File: config.mk
export PLATFORM = sky130hd
export DESIGN_NAME = gpse_ctrl
export DESIGN_NICKNAME = d
export VERILOG_FILES = /design/src/rtl/glcd_pixel_shadow_engine_defines.svh /design/src/rtl/gpse_pkg.sv /design/src/rtl/gpse_ctrl.sv
export SDC_FILE = /design/constraint.sdc
export NUM_CORES = 1
export LEC_CHECK = 0
export ABC_CLOCK_PERIOD_IN_PS = 3600
export BUFFER_PORTS_ARGS = -buffer_cell sky130_fd_sc_hd__buf_2
export CORE_AREA = 3 3 40 42
export DETAILED_ROUTE_END_ITERATION = 10
export DIE_AREA = 0 0 43 45
export GPL_ROUTABILITY_DRIVEN = 0
export PLACE_DENSITY = 0.51
export SYNTH_ARGS = -nofsm -noshare
export SYNTH_HDL_FRONTEND = slang
export SYNTH_SLANG_ARGS = --single-unit
File: constraint.sdc
create_clock -name clk -period 3.6 [get_ports clk]
set_input_delay 0.18 -clock clk [delete_from_list [all_inputs] [get_ports clk]]
set_output_delay 0.18 -clock clk [all_outputs]
set_load 0.01 [all_outputs]
File: src/rtl/glcd_pixel_shadow_engine_defines.svh
// ----------------------------------------------------------------------------
// glcd_pixel_shadow_engine_defines
// Assertion macros used by the shadow engine top level. They expect the signals
// clk and arst_n in the scope where they are used.
// ----------------------------------------------------------------------------
`ifndef GLCD_PIXEL_SHADOW_ENGINE_DEFINES_SVH
`define GLCD_PIXEL_SHADOW_ENGINE_DEFINES_SVH

// same-cycle implication
`define GPSE_ASSERT_NOW(label, ante, cons, msg) \
	label: assert property (@(posedge clk) disable iff (!arst_n) (ante) |-> (cons)) \
		else $error(msg);

// next-cycle implication
`define GPSE_ASSERT_NEXT(label, ante, cons, msg) \
	label: assert property (@(posedge clk) disable iff (!arst_n) (ante) |=> (cons)) \
		else $error(msg);

`endif

File: src/rtl/gpse_pkg.sv
// ----------------------------------------------------------------------------
// gpse_pkg
// Command and bus codes, controller/datapath interface types and the
// elaboration-time quotient/remainder table builder.
// ----------------------------------------------------------------------------
`default_nettype none

package gpse_pkg;

	typedef enum logic [2:0] {
		CMD_SET   = 3'd0,
		CMD_CLR   = 3'd1,
		CMD_HALF  = 3'd2,
		CMD_PAGE  = 3'd3,
		CMD_COL   = 3'd4,
		CMD_WRITE = 3'd5,
		CMD_READ  = 3'd6,
		CMD_NONE  = 3'd7
	} cmd_t;

	typedef enum logic [2:0] {
		KIND_HALF = 3'd0,
		KIND_PAGE = 3'd1,
		KIND_COL  = 3'd2,
		KIND_DATA = 3'd3,
		KIND_READ = 3'd4
	} kind_t;

	// controller -> datapath
	typedef struct packed {
		logic       clear;
		logic       accept;
		logic       check;
		logic       emit;
		logic [1:0] idx;
		logic       last;
	} ctrl_cmd_t;

	// datapath -> controller
	typedef struct packed {
		logic clear_done;
		logic out_free;
		logic has_res;
		logic four_res;
	} dp_stat_t;

	// entry v holds {v / div, v % div}, each 8 bits
	typedef logic [255:0][15:0] divmod_tab_t;

	function automatic divmod_tab_t divmod_table(input int unsigned div);
		divmod_tab_t tab;
		int unsigned q;
		int unsigned r;
		q = 0;
		r = 0;
		for (int v = 0; v < 256; v++) begin
			tab[v] = {q[7:0], r[7:0]};
			r++;
			if (r == div) begin
				r = 0;
				q++;
			end
		end
		return tab;
	endfunction

endpackage

`default_nettype wire

File: src/rtl/gpse_ctrl.sv
// ----------------------------------------------------------------------------
// gpse_ctrl
// Sequencer: clearing pass, input transaction, shadow lookup, result emission.
// ----------------------------------------------------------------------------
`default_nettype none

module gpse_ctrl (
	input  wire logic                  clk,
	input  wire logic                  arst_n,
	input  wire logic                  in_valid,
	output logic                       in_ready,
	input  wire gpse_pkg::dp_stat_t    stat,
	output gpse_pkg::ctrl_cmd_t        cmd
);

	import gpse_pkg::*;

	typedef enum logic [3:0] {
		ST_CLEAR = 4'b0001,
		ST_IDLE  = 4'b0010,
		ST_CHECK = 4'b0100,
		ST_EMIT  = 4'b1000
	} state_t;

	state_t     state_q, state_d;
	logic [1:0] idx_q;
	logic [1:0] last_idx_q;

	always_comb begin
		state_d  = state_q;
		cmd      = '0;
		in_ready = 1'b0;
		unique case (state_q)
			ST_CLEAR: begin
				cmd.clear = 1'b1;
				if (stat.clear_done) begin
					state_d = ST_IDLE;
				end
			end
			ST_IDLE: begin
				in_ready = 1'b1;
				if (in_valid) begin
					cmd.accept = 1'b1;
					state_d    = ST_CHECK;
				end
			end
			ST_CHECK: begin
				cmd.check = 1'b1;
				state_d   = stat.has_res ? ST_EMIT : ST_IDLE;
			end
			ST_EMIT: begin
				cmd.idx  = idx_q;
				cmd.last = (idx_q == last_idx_q);
				if (stat.out_free) begin
					cmd.emit = 1'b1;
					if (cmd.last) begin
						state_d = ST_IDLE;
					end
				end
			end
			default: begin
				state_d = ST_IDLE;
			end
		endcase
	end

	always_ff @(posedge clk or negedge arst_n) begin
		if (!arst_n) begin
			state_q    <= ST_CLEAR;
			idx_q      <= '0;
			last_idx_q <= '0;
		end else begin
			state_q <= state_d;
			if (cmd.check) begin
				idx_q      <= '0;
				last_idx_q <= stat.four_res ? 2'd3 : 2'd0;
			end else if (cmd.emit) begin
				idx_q <= idx_q + 2'd1;
			end
		end
	end

endmodule

`default_nettype wire

Word-level counts from Yosys, hierarchy flattened
Index checks and enable logic that the tools add are counted.
Word-level totals
  flip-flop bits (word level): 8
  input bits: 7
  output and inout port bits: 8
  word-level logic and storage cells: 31
Cells by class
  $add $sub $neg: 1
  equality and inequality tests: 9
  multiplexer cells: 16
  reduce and logical (&&, ||, !) cells: 2
Operator list (number)
  two-way mux 4 bit: 6
  case mux 4 bit (4 select lines): 1
  != test 2 bit (second input constant): 4
  two-way mux 1 bit: 6
  two-way mux 2 bit: 3
  equality test 4 x 1 -> 1 bit (second input constant): 1
  equality test 4 x 2 -> 1 bit (second input constant): 1
  equality test 4 x 3 -> 1 bit (second input constant): 1
  equality test 4 bit (second input constant): 1
  AND reduction 4 bit: 1
  adder 2 x 1 -> 2 bit (second input constant): 1
  equality test 2 bit: 1
  nonzero test 2 bit: 1

Logic depth before layout (Yosys ltp)
Gate-level depths: netlist (run 1).
  word-level depth: 4
  depth in mapped cells: 3
  depth with buffers taken out: 3

Worst setup path after synthesis (run 1)
Ideal clock, no wire load.
  kind: flip-flop to flip-flop
  start point: register state_q[1]
  end point: register state_q[1]
  library setup time: 0.122 ns
  data arrival time: 1.635 ns
  required time: 3.478 ns
  slack: 1.844 ns
  cell stages (with the launch flop): 4
  period minus slack after synthesis: 1.756 ns
  path through: dfrtp_1 nor4b_1 nand2_1 a32o_1
On the way
  word-level cells in the longest chain between the ends: 3
  elaborated cells on any way between the ends: 10
Ends and longest elaborated chain
  from (decl): line gpse_ctrl.sv:25  | state_t state_q, state_d;
  from (signal assigned): line gpse_ctrl.sv:73  | state_q <= state_d;
  equality test 4 bit, or another cell as far along: line gpse_ctrl.sv:33  | unique case (state_q)
  != test 2 bit (no line)
  AND reduction 4 bit (no line)
Parallel ways exist; a longest one is shown, timed or not.
A chain may end at the register's enable or synchronous reset.

==> impl_results.md, run 1 <==
- Final wirelength: 863 um
- Initial antenna violation count: 0
- Cts hold-fix bufs: 1
- Bufs on Longest Clock Path: 2
- Synth top area cells: dfrtp_1, dfstp_2, nor4b_1, a21oi_1, nand3_1
- CP arrival: 1.71 ns
- Largest fanout on the critical path: 6
- Filler cells: 132
- Top delay family on crit path: simple AND/OR/NAND/NOR gates
- R2R depth: 3
- Clock skew: 0.00231 ns
- Sequential share of the synthesized area: between 40 and 50%
- CP Launch Type: flop
- Slew of the pin with the lowest slew margin: 0.874 ns
- WP buf/inv: 1
- Worst rel slew slack: 40.9%
- Synth cell types: 22
- Yosys warns: 0
- Final period util: 52.4%
- Synth Instances: 41
- Number of synthesized register bits: 7
- Vias per Instance: 4.87
- Total GRT Usage: 11.3%
- CP max-delay cell: nor4b_1
- Starting Density: 30.6%
- Post-placement cell count: 70
- Crit-path cells: nor4b_1 -> buf_2
- H-tree levels: 1
- Crit. End Element: output pin
- Chip Width: 43 um
- Number of CTS-inserted buffers: 3
- Die area: 1940 um2
- Slew Limit Fails: 0
- Reg clk slew, reported paths: 0.05 ns
- Syn Area/Cell: between 9 and 10 um2
- Die height: 45 um
- ANT cells: 0
- Total grt overflow: 0
- First-pass iteration count of the detailed router: 4
- Setup repair bufs after CTS: 0
- HP Class: input port to flop
- Root Buffer Master: clkbuf_4
- Mapped Nets: 48
- Crit Path Category: flop to output pin
- Share of cells above drive strength 1: between 30% and 40%
- Crit path depth: 2
- Share of the synthesized area in the top cell type: between 30% and 40%
- RSZ-0062 raised after global routing: no
- Core Area: 1280 um2
- Fin cells: 75
- Maximum VDD drop: between 0.0003 and 0.0004 V
- Routed wire per std cell: roughly 12 um
- Worst skew pair latency: about 0.25 ns
- Hold Path Stages: 2
- Port bufs: 14
- Min cycle time layout: around 1.9 ns
- IO Count: 15
- Area after DPL: 482 um2
- Post-Syn Area: 393 um2
- First-pass GRT wire length: 1540 um
- Largest net degree at the start of global routing: 8
- Setup total negative slack: 0 ns
- Required @ worst endpoint: between 3 and 4 ns
- Vias: 365
- Hold WS: 0.0586 ns
- DRC: 0
- Fmax: 530 MHz
- Row cnt: 13
- Static leakage: around 0.25 nW
- Max cap viols: 0
- Pwr/cell area: 630 nW/um2
- Largest area contributor in the netlist: dfrtp_1
- Vias in the first global route: ~350
- Final setup fails: 0
- CP max stage delay: between 0.7 and 0.8 ns
- Detail Route Antenna Nets: 0
- Final Cell Area: 518 um2
- TritonCTS clock tree: done
- Layout Nets: 68
- CTS Sinks: 7
- Area delta synth->final: 31.8%
- Iter 0 DRT Violations: 6
- Status: completed
- Post-CTS Resized: 0
- Final hold violation count: 0
-- routing by layer --
metal	track usage (%)	share of wire (%)	vias to the layer above	wire length [um]
met5	0	0	-	0
met4	5.42	1.2	0	10
met3	7.17	6.3	2	54
met2	15.3	44	9	381
met1	14.1	48	164	417
li1	-	-	190	-
-- cell usage in the layout, fill, tap and decap left out, drive strengths merged, types with 2 or more instances in the layout --
master  instances
and2            2
clkbuf          4
a21oi           3
inv             3
o21ai           2
buf            14
and3            2
nor4b           3
nand3           3
nand2           2
nor2            3
or4b            2
dfrtp           6
-- worst paths after layout --
path	startpoint	end	slack, ns
worst max-delay path	state_q[1]	cmd[4]	1.71
worst max register to register	state_q[1]	state_q[1]	1.83
worst min register to register	last_idx_q[0]	last_idx_q[0]	0.59
max in group asynchronous	arst_n	state_q[0]	3.08
worst min-delay path	stat[3]	state_q[0]	0.06
min in group asynchronous	arst_n	idx_q[1]	0.29
-- where the power goes --
part           switching (mW)  internal, mW  total (mW)
clock                  0.0274        0.0422      0.0695
combinational          0.0566        0.0590       0.116
sequential             0.0350         0.106       0.141
-- through the flow --
| step | utilization, % | power (mW) | setup WS, ns |
|---|---|---|---|
| final | 40.3 | 0.326 | 1.71 |
| after global routing | 40.3 | 0.364 | 1.46 |
| after CTS | 40.3 | 0.332 | 1.70 |
| after detailed placement | 37.5 | 0.257 | 1.85 |
| after global placement | 37.5 | 0.255 | 1.90 |
| after floorplan | - | 0.217 | 1.84 |
-- cells by family (layout without fill, tap and decap cells) --
group / Yosys count / count (layout) / share of synthesized area, %
and+or+nand+nor: 23 / 23 / 38.5
AOI/OAI and AO/OA: 7 / 7 / 10.8
DFF: 7 / 7 / 44.9
buffers and inverters: 3 / 22 / 2.87
muxes: 1 / 1 / 2.87
-- final cells by class --
class | count | area (um2) | share of cell area [%]
Timing Repair Buffer | 15 | 80.1 | 15.5
Inverter | 3 | 11.3 | 2.17
Sequential cell | 7 | 176 | 34.1
Clock buffer | 4 | 26.3 | 5.07
Tap cell | 15 | 18.8 | 3.62
Multi-Input combinational cell | 31 | 205 | 39.6
-- state kept, by name, indices dropped and copies added, names as in the netlist --
signal,count
idx_q,2
state_q,4
last_idx_q,1
-- worst register-to-register path: cells and delay by family (launching register included) --
kind               cells  cell delay, ns
and+or+nand+nor        2            0.95
DFF                    1            0.42
AOI/OAI and AO/OA      1            0.29
-- synth_stat cells --
library cell  number
nand3_1            3
or4b_2             1
or4_1              1
a32o_1             1
nor4b_1            3
nor2_1             3
and2b_2            1
a21oi_1            3
nor3b_1            1
inv_1              3
nor2b_1            1
or3_1              1
o21ai_0            2
nand2_1            2
dfrtp_1            6
and2_1             2
or4b_4             1
and3_1             2
mux2_2             1
o31ai_1            1
nand4_1            1
dfstp_2            1
No activity file was read; power rests on OpenSTA's default activity.
==> run 2: changes to the inputs <==
--- a/config.mk
+++ b/config.mk
@@ -5,13 +5,13 @@
 export SDC_FILE = /design/constraint.sdc
 export NUM_CORES = 1
 export LEC_CHECK = 0
-export ABC_CLOCK_PERIOD_IN_PS = 3600
+export ABC_CLOCK_PERIOD_IN_PS = 1600
 export BUFFER_PORTS_ARGS = -buffer_cell sky130_fd_sc_hd__buf_2
 export CORE_AREA = 3 3 40 42
 export DETAILED_ROUTE_END_ITERATION = 10
 export DIE_AREA = 0 0 43 45
 export GPL_ROUTABILITY_DRIVEN = 0
-export PLACE_DENSITY = 0.51
+export PLACE_DENSITY = 0.53
 export SYNTH_ARGS = -nofsm -noshare
 export SYNTH_HDL_FRONTEND = slang
 export SYNTH_SLANG_ARGS = --single-unit
==> constraint.sdc (replaced) <==
create_clock -name clk -period 1.6 [get_ports clk]
set_input_delay 0.08 -clock clk [delete_from_list [all_inputs] [get_ports clk]]
set_output_delay 0.08 -clock clk [all_outputs]
set_load 0.01 [all_outputs]
==> run 2 against run 1 <==
The flow now finishes with violations (setup timing). Clock power grew 130%. Sequential power grew 120%. Cell count grew 9.3%. Clock skew is essentially flat. Utilization grew 6.7 points. Global-route usage shrank 0.62 points. First-iteration DRC count grew 33%. Routed wire length grew 10%. Die area is the same. Critical endpoint is now idx_q[1].
==> impl_results.md, run 2 (synthesis gave the netlist of run 1 again) <==
- Die height: between 40 and 50 um
- Port bufs: 14
- R2r setup slk: -0.0008 ns
- Clock skew: 0.00223 ns
- Largest fanout on the critical path: 6
- Root Buffer Master: clkbuf_4
- Reg clk slew, reported paths: about 0.050 ns
- Pwr/cell area: approximately 1400 nW/um2
- Post-placement cell count: 75
- Failing checks: setup timing
- Commonest cells after routing, fill and taps aside: buf_2, buf_4, dfrtp_1
- Static leakage: 0.283 nW
- H-tree levels: 1
- Area delta synth->final: 53.8%
- Crit Path Category: flop to flop
- CP max-delay cell: or4b_4
- Max reg flops: 4
- Starting Density: 30.6%
- Hold Path Stages: 3
- Vias per Instance: 4.83
- TritonCTS clock tree: done
- CP Launch Type: flop
- Hold Path End: state_q[3]
- Vias: around 400
- DRC: 0
- Share of cells above drive strength 1: 52.2%
- Crit-path cells: or4b_4 -> or4_4 -> a21oi_2
- Maximum VDD drop: 0.000616 V
- Slew Limit Fails: 0
- Max cap viols: 0
- RSZ-0062 raised after global routing: yes
- Hold wc startpoint: stat[1]
- Chip Width: 43 um
- Bufs on Longest Clock Path: 2
- CP max stage delay: 0.59 ns
- Die area: 1940 um2
- Required @ worst endpoint: around 1.8 ns
- HP Class: input port to flop
- Routed wire per std cell: 11.6 um
- Dpl hpwl: 705 um
- Final period util: 100%
- First-pass GRT wire length: about 1500 um
- Most common cell after layout, fill and taps aside: buf_2
- Final setup fails: 1
- Total GRT Usage: 10.7%
- Total power: 833 uW
- Worst r2r src: state_q[1]
- R2R depth: 3
- Status: complete, but fails checks
- PnR worst setup slack: -0.000771 ns
- Slew of the pin with the lowest slew margin: ~0.26 ns
- Fmax: 625 MHz
- R2r endpoint: idx_q[1]
- Hold WS: 0.0530 ns
- CP arrival: 1.78 ns
- Biggest register: state_q
- Row cnt: 13
- Min cycle time layout: 1.60 ns
- Final hold violation count: 0
- Worst rel slew slack: 82.6%
- Setup total negative slack: -0.000771 ns
- Iter 0 DRT Violations: 8
- Filler cells: 132
- Total grt overflow: 0
- Worst skew pair latency: around 0.25 ns
- Core Area: around 1300 um2
- Crit. End Element: flop
- Largest net degree at the start of global routing: 8
- Vias in the first global route: 369
- Detail Route Antenna Nets: 0
- ANT cells: 0
- Biggest regs: state_q (4), idx_q (2), last_idx_q (1)
- Initial antenna violation count: 0
- Number of CTS-inserted buffers: 3
- Layout Nets: 75
- First-pass iteration count of the detailed router: 4
- Fin util: 47.0%
- Final wirelength: 952 um
- CTS Sinks: 7
- Fin cells: 82
- IO Count: 15
[run 2: cell count changes in the layout (fill, tap and decap cells not counted), sizes merged]
cell         change
dlygate4sd3      +1
buf              +6
[run 2: worst max-delay path, delay by kind of cell (launching register included)]
kind,cells,cell delay (ns)
compound gates,1,0.12
flops,1,0.40
simple gates,2,1.02
[run 2: metal layers]
metal / track usage, % / share of wire (%) / vias up / wire length (um)
met2: 15.6 / 46 / 10 / 439
li1: - / - / 205 / -
met1: 14.0 / 48 / 181 / 460
met5: 0 / 0 / - / 0
met4: 5.42 / 0 / 0 / 0
met3: 3.98 / 5.6 / 0 / 53
[run 2: how the worst max path moves through the flow]
stage	startpoint	end	slack, ns	cells after the start
2_1_floorplan	state_q[1]	idx_q[1]	0.04	3
3_3_place_gp	state_q[1]	idx_q[1]	0.08	3
4_1_cts	state_q[1]	idx_q[1]	0.01	3
6_report	state_q[1]	idx_q[1]	-0.0008	3
5_1_grt	state_q[1]	idx_q[1]	-0.04	3
3_5_place_dp	state_q[1]	idx_q[1]	0.06	3
[run 2: final cells by class]
type | count | area (um2) | area share [%]
Timing Repair Buffer | 22 | 135 | 22.4
Clock buffer | 4 | 26.3 | 4.35
Sequential cell | 7 | 178 | 29.4
Tap cell | 15 | 18.8 | 3.11
Multi-Input combinational cell | 31 | 235 | 38.9
Inverter | 3 | 11.3 | 1.86
[run 2: power breakdown]
group	internal, mW	switching (mW)
Clock	0.0952	0.0658
Sequential	0.240	0.0677
Combinational	0.193	0.170
[run 2: what timing repair did]
| item | CTS | global route |
|---|---|---|
| buffers inserted | 2 | 0 |
| gates resized for setup | 0 | 6 |
| endpoints found under the hold margin | 8 | 0 |
| endpoints found under the setup margin | 3 | 4 |
| cloned | 0 | 0 |
| hold buffers | 2 | 0 |
| pin swaps | 0 | 2 |
[run 2: stage by stage]
| step | setup slack [ns] | area [um2] |
|---|---|---|
| 3_5_place_dp | 0.0571 | 526 |
| 6_report | -0.000771 | 604 |
| 4_1_cts | 0.0127 | 579 |
| 5_1_grt | -0.0431 | 604 |
| 2_1_floorplan | 0.0400 | 399 |
| 3_3_place_gp | 0.0756 | 526 |
==> run 3: changes to the inputs <==
--- a/config.mk
+++ b/config.mk
@@ -7,11 +7,13 @@
 export LEC_CHECK = 0
 export ABC_CLOCK_PERIOD_IN_PS = 1600
 export BUFFER_PORTS_ARGS = -buffer_cell sky130_fd_sc_hd__buf_2
-export CORE_AREA = 3 3 40 42
+export CELL_PAD_IN_SITES_DETAIL_PLACEMENT = 1
+export CELL_PAD_IN_SITES_GLOBAL_PLACEMENT = 1
+export CORE_MARGIN = 3
+export CORE_UTILIZATION = 29
 export DETAILED_ROUTE_END_ITERATION = 10
-export DIE_AREA = 0 0 43 45
 export GPL_ROUTABILITY_DRIVEN = 0
-export PLACE_DENSITY = 0.53
+export PLACE_DENSITY = 0.67
 export SYNTH_ARGS = -nofsm -noshare
 export SYNTH_HDL_FRONTEND = slang
 export SYNTH_SLANG_ARGS = --single-unit
==> run 3 against run 2 <==
The run now ends clean. Cell count up 3.7%. Maximum frequency increased by 1.8%. Largest cell class unchanged. First-iteration DRC count is 50% lower. Power grew 8.5%. Non-clock buffer count grew 4. Register-to-register slack better by 0.03 ns. Sequential power down 10%. Clock skew about the same. Utilization rose by 5.7 points. Global-route usage increased by 3.5 points. Critical path depth stayed put. Highest routed layer unchanged.
==> impl_results.md, run 3 (synthesis gave the netlist of run 1 again) <==
- Final Cell Area: 626 um2
- Static leakage: 0.302 nW
- Maximum VDD drop: approximately 0.00065 V
- Final period util: 98.3%
- Bufs on Longest Clock Path: 2
- Iter 0 DRT Violations: 4
- M3 GR Usage: 3.81%
- First-pass iteration count of the detailed router: 2
- Layout Nets: 79
- R2R depth: 3
- DRC: 0
- Total GRT Usage: 14.3%
- CTS Sinks: 7
- Max reg flops: 4
- H-tree levels: 1
- Total power: ~900 uW
- Fin cells: 85
- IO Count: 15
- GR peak layer: met2
- Biggest register: state_q
- Required @ worst endpoint: 1.78 ns
- Crit Path Category: flop to flop
- Max cap viols: 0
- Setup total negative slack: 0 ns
- RSZ-0062 raised after global routing: yes
- Chip Width: 42.8 um
- Starting Density: 33.1%
- Worst rel slew slack: 81.0%
- R2r setup slk: 0.03 ns
- Most common cell after layout, fill and taps aside: buf_2
- Min cycle time layout: ~1.6 ns
- Slew Limit Fails: 0
- Clock skew: 0.00251 ns
- Biggest regs: state_q (4), idx_q (2), last_idx_q (1)
- Fraction of power spent switching nets: 36.4%
- Clk network pwr share: a little under a fifth
- Die area: 1830 um2
- Commonest cells after routing, fill and taps aside: buf_2, buf_4, dfrtp_1
- Vias in the first global route: about 440
- CP arrival: 1.75 ns
- Filler cells: 144
- Largest net degree at the start of global routing: 8
- Post-placement cell count: 77
- Vias: 432
- First-pass GRT wire length: 1950 um
- Worst r2r src: state_q[1]
- Routed wire per std cell: 13.2 um
- CP Launch Type: flop
- Final setup fails: 0
- Initial antenna violation count: 0
- Final hold violation count: 0
- Hold Path Stages: 2
- ANT cells: 0
- Sequential Power Share: 30.7%
- Status: completed
- Die height: approximately 43 um
- Hold Path End: last_idx_q[0]
- Area occupied by registers: 178 um2
- Area delta synth->final: 59.2%
- Final wirelength: 1120 um
- Detail Route Antenna Nets: 0
- Sw power: 329 uW
- Number of CTS-inserted buffers: 3
- Root Buffer Master: clkbuf_4
- Largest fanout on the critical path: 6
- Reg clk slew, reported paths: 0.06 ns
- Core Area: 1190 um2
- Fmax: 636 MHz
- Area of the multi-input gates: 228 um2
- R2r endpoint: idx_q[1]
- Dpl hpwl: 867 um
- Int Power: 574 uW
- Worst skew pair latency: 0.25 ns
- Met2 Resource Use GR: 25.1%
- TritonCTS clock tree: done
- Vias per Instance: between 5 and 6
- Routing usage on met1: 15.2%
- Total grt overflow: 0
- Hold wc startpoint: stat[0]
- Pwr/cell area: 1440 nW/um2
- Crit. End Element: flop
- Area after DPL: 547 um2
- Row cnt: 12
- Slew of the pin with the lowest slew margin: between 0.2 and 0.3 ns
- Share of cells above drive strength 1: 52.1%
- HP Class: input port to flop
- Part of the power in combinational logic: between 50% and 60%
- Port bufs: 14
## run 3: cell types whose count changed in the layout (fill, tap and decap cells not counted)
| cell | previous run | this run |
|---|---|---|
| or4_4 | 1 | 0 |
| buf_4 | 6 | 10 |
| a21oi_1 | 1 | 2 |
| a21oi_2 | 2 | 1 |
| or4_1 | 0 | 1 |
## run 3: repair_timing
item                                    CTS  global route
setup buffers                             3             0
pin swaps                                 0             2
hold buffers                              2             0
endpoints found under the hold margin     8             0
endpoints found under the setup margin    3             4
resized for setup                         0             4
## run 3: worst max path at each step
stage,start,endpoint,cells past startpoint
4_1_cts,state_q[0],idx_q[1],3
6_report,state_q[1],idx_q[1],3
3_3_place_gp,state_q[1],idx_q[1],3
2_1_floorplan,state_q[1],idx_q[1],3
5_1_grt,state_q[1],idx_q[1],3
3_5_place_dp,state_q[1],idx_q[1],3
## run 3: cell type report
cell class,instances,area share (%)
flip-flops and latches,7,28.4
inverters,3,1.80
clock buffers,4,4.20
well taps,14,2.80
multi-input cells,31,36.4
repair buffers,26,26.4
## run 3: layer usage
metal / routed length [um] / vias up / share of wire (%)
li1: - / 215 / -
met1: 447 / 206 / 40
met2: 619 / 11 / 55
met3: 53 / 0 / 4.7
met4: 0 / 0 / 0
met5: 0 / - / 0
## run 3: power groups by stage
| stage | clock, mW | combinational, mW | sequential, mW |
|---|---|---|---|
| after CTS | 0.169 | 0.452 | 0.276 |
| after detailed placement | 0 | 0.403 | 0.294 |
| final | 0.164 | 0.462 | 0.277 |
| after global routing | 0.182 | 0.509 | 0.286 |
| after global placement | 0 | 0.398 | 0.290 |
| after floorplan | 0 | 0.194 | 0.302 |
## run 3: per-stage QoR
step | util (%) | setup WS, ns | hold WS [ns]
detailed placement | 46.1 | 0.0528 | -0.0721
global route | 52.7 | -0.00833 | 0.0512
floorplan | - | 0.0400 | -0.216
global placement | 46.1 | 0.0816 | -0.0746
CTS | 51.3 | 0.0296 | 0.0539
finish | 52.7 | 0.0269 | 0.0586
## run 3: critical path, cell delays in order (launching register included)
cell,delay [ns]
dfrtp_1,0.38
or4b_4,0.58
or4_1,0.42
a21oi_1,0.13
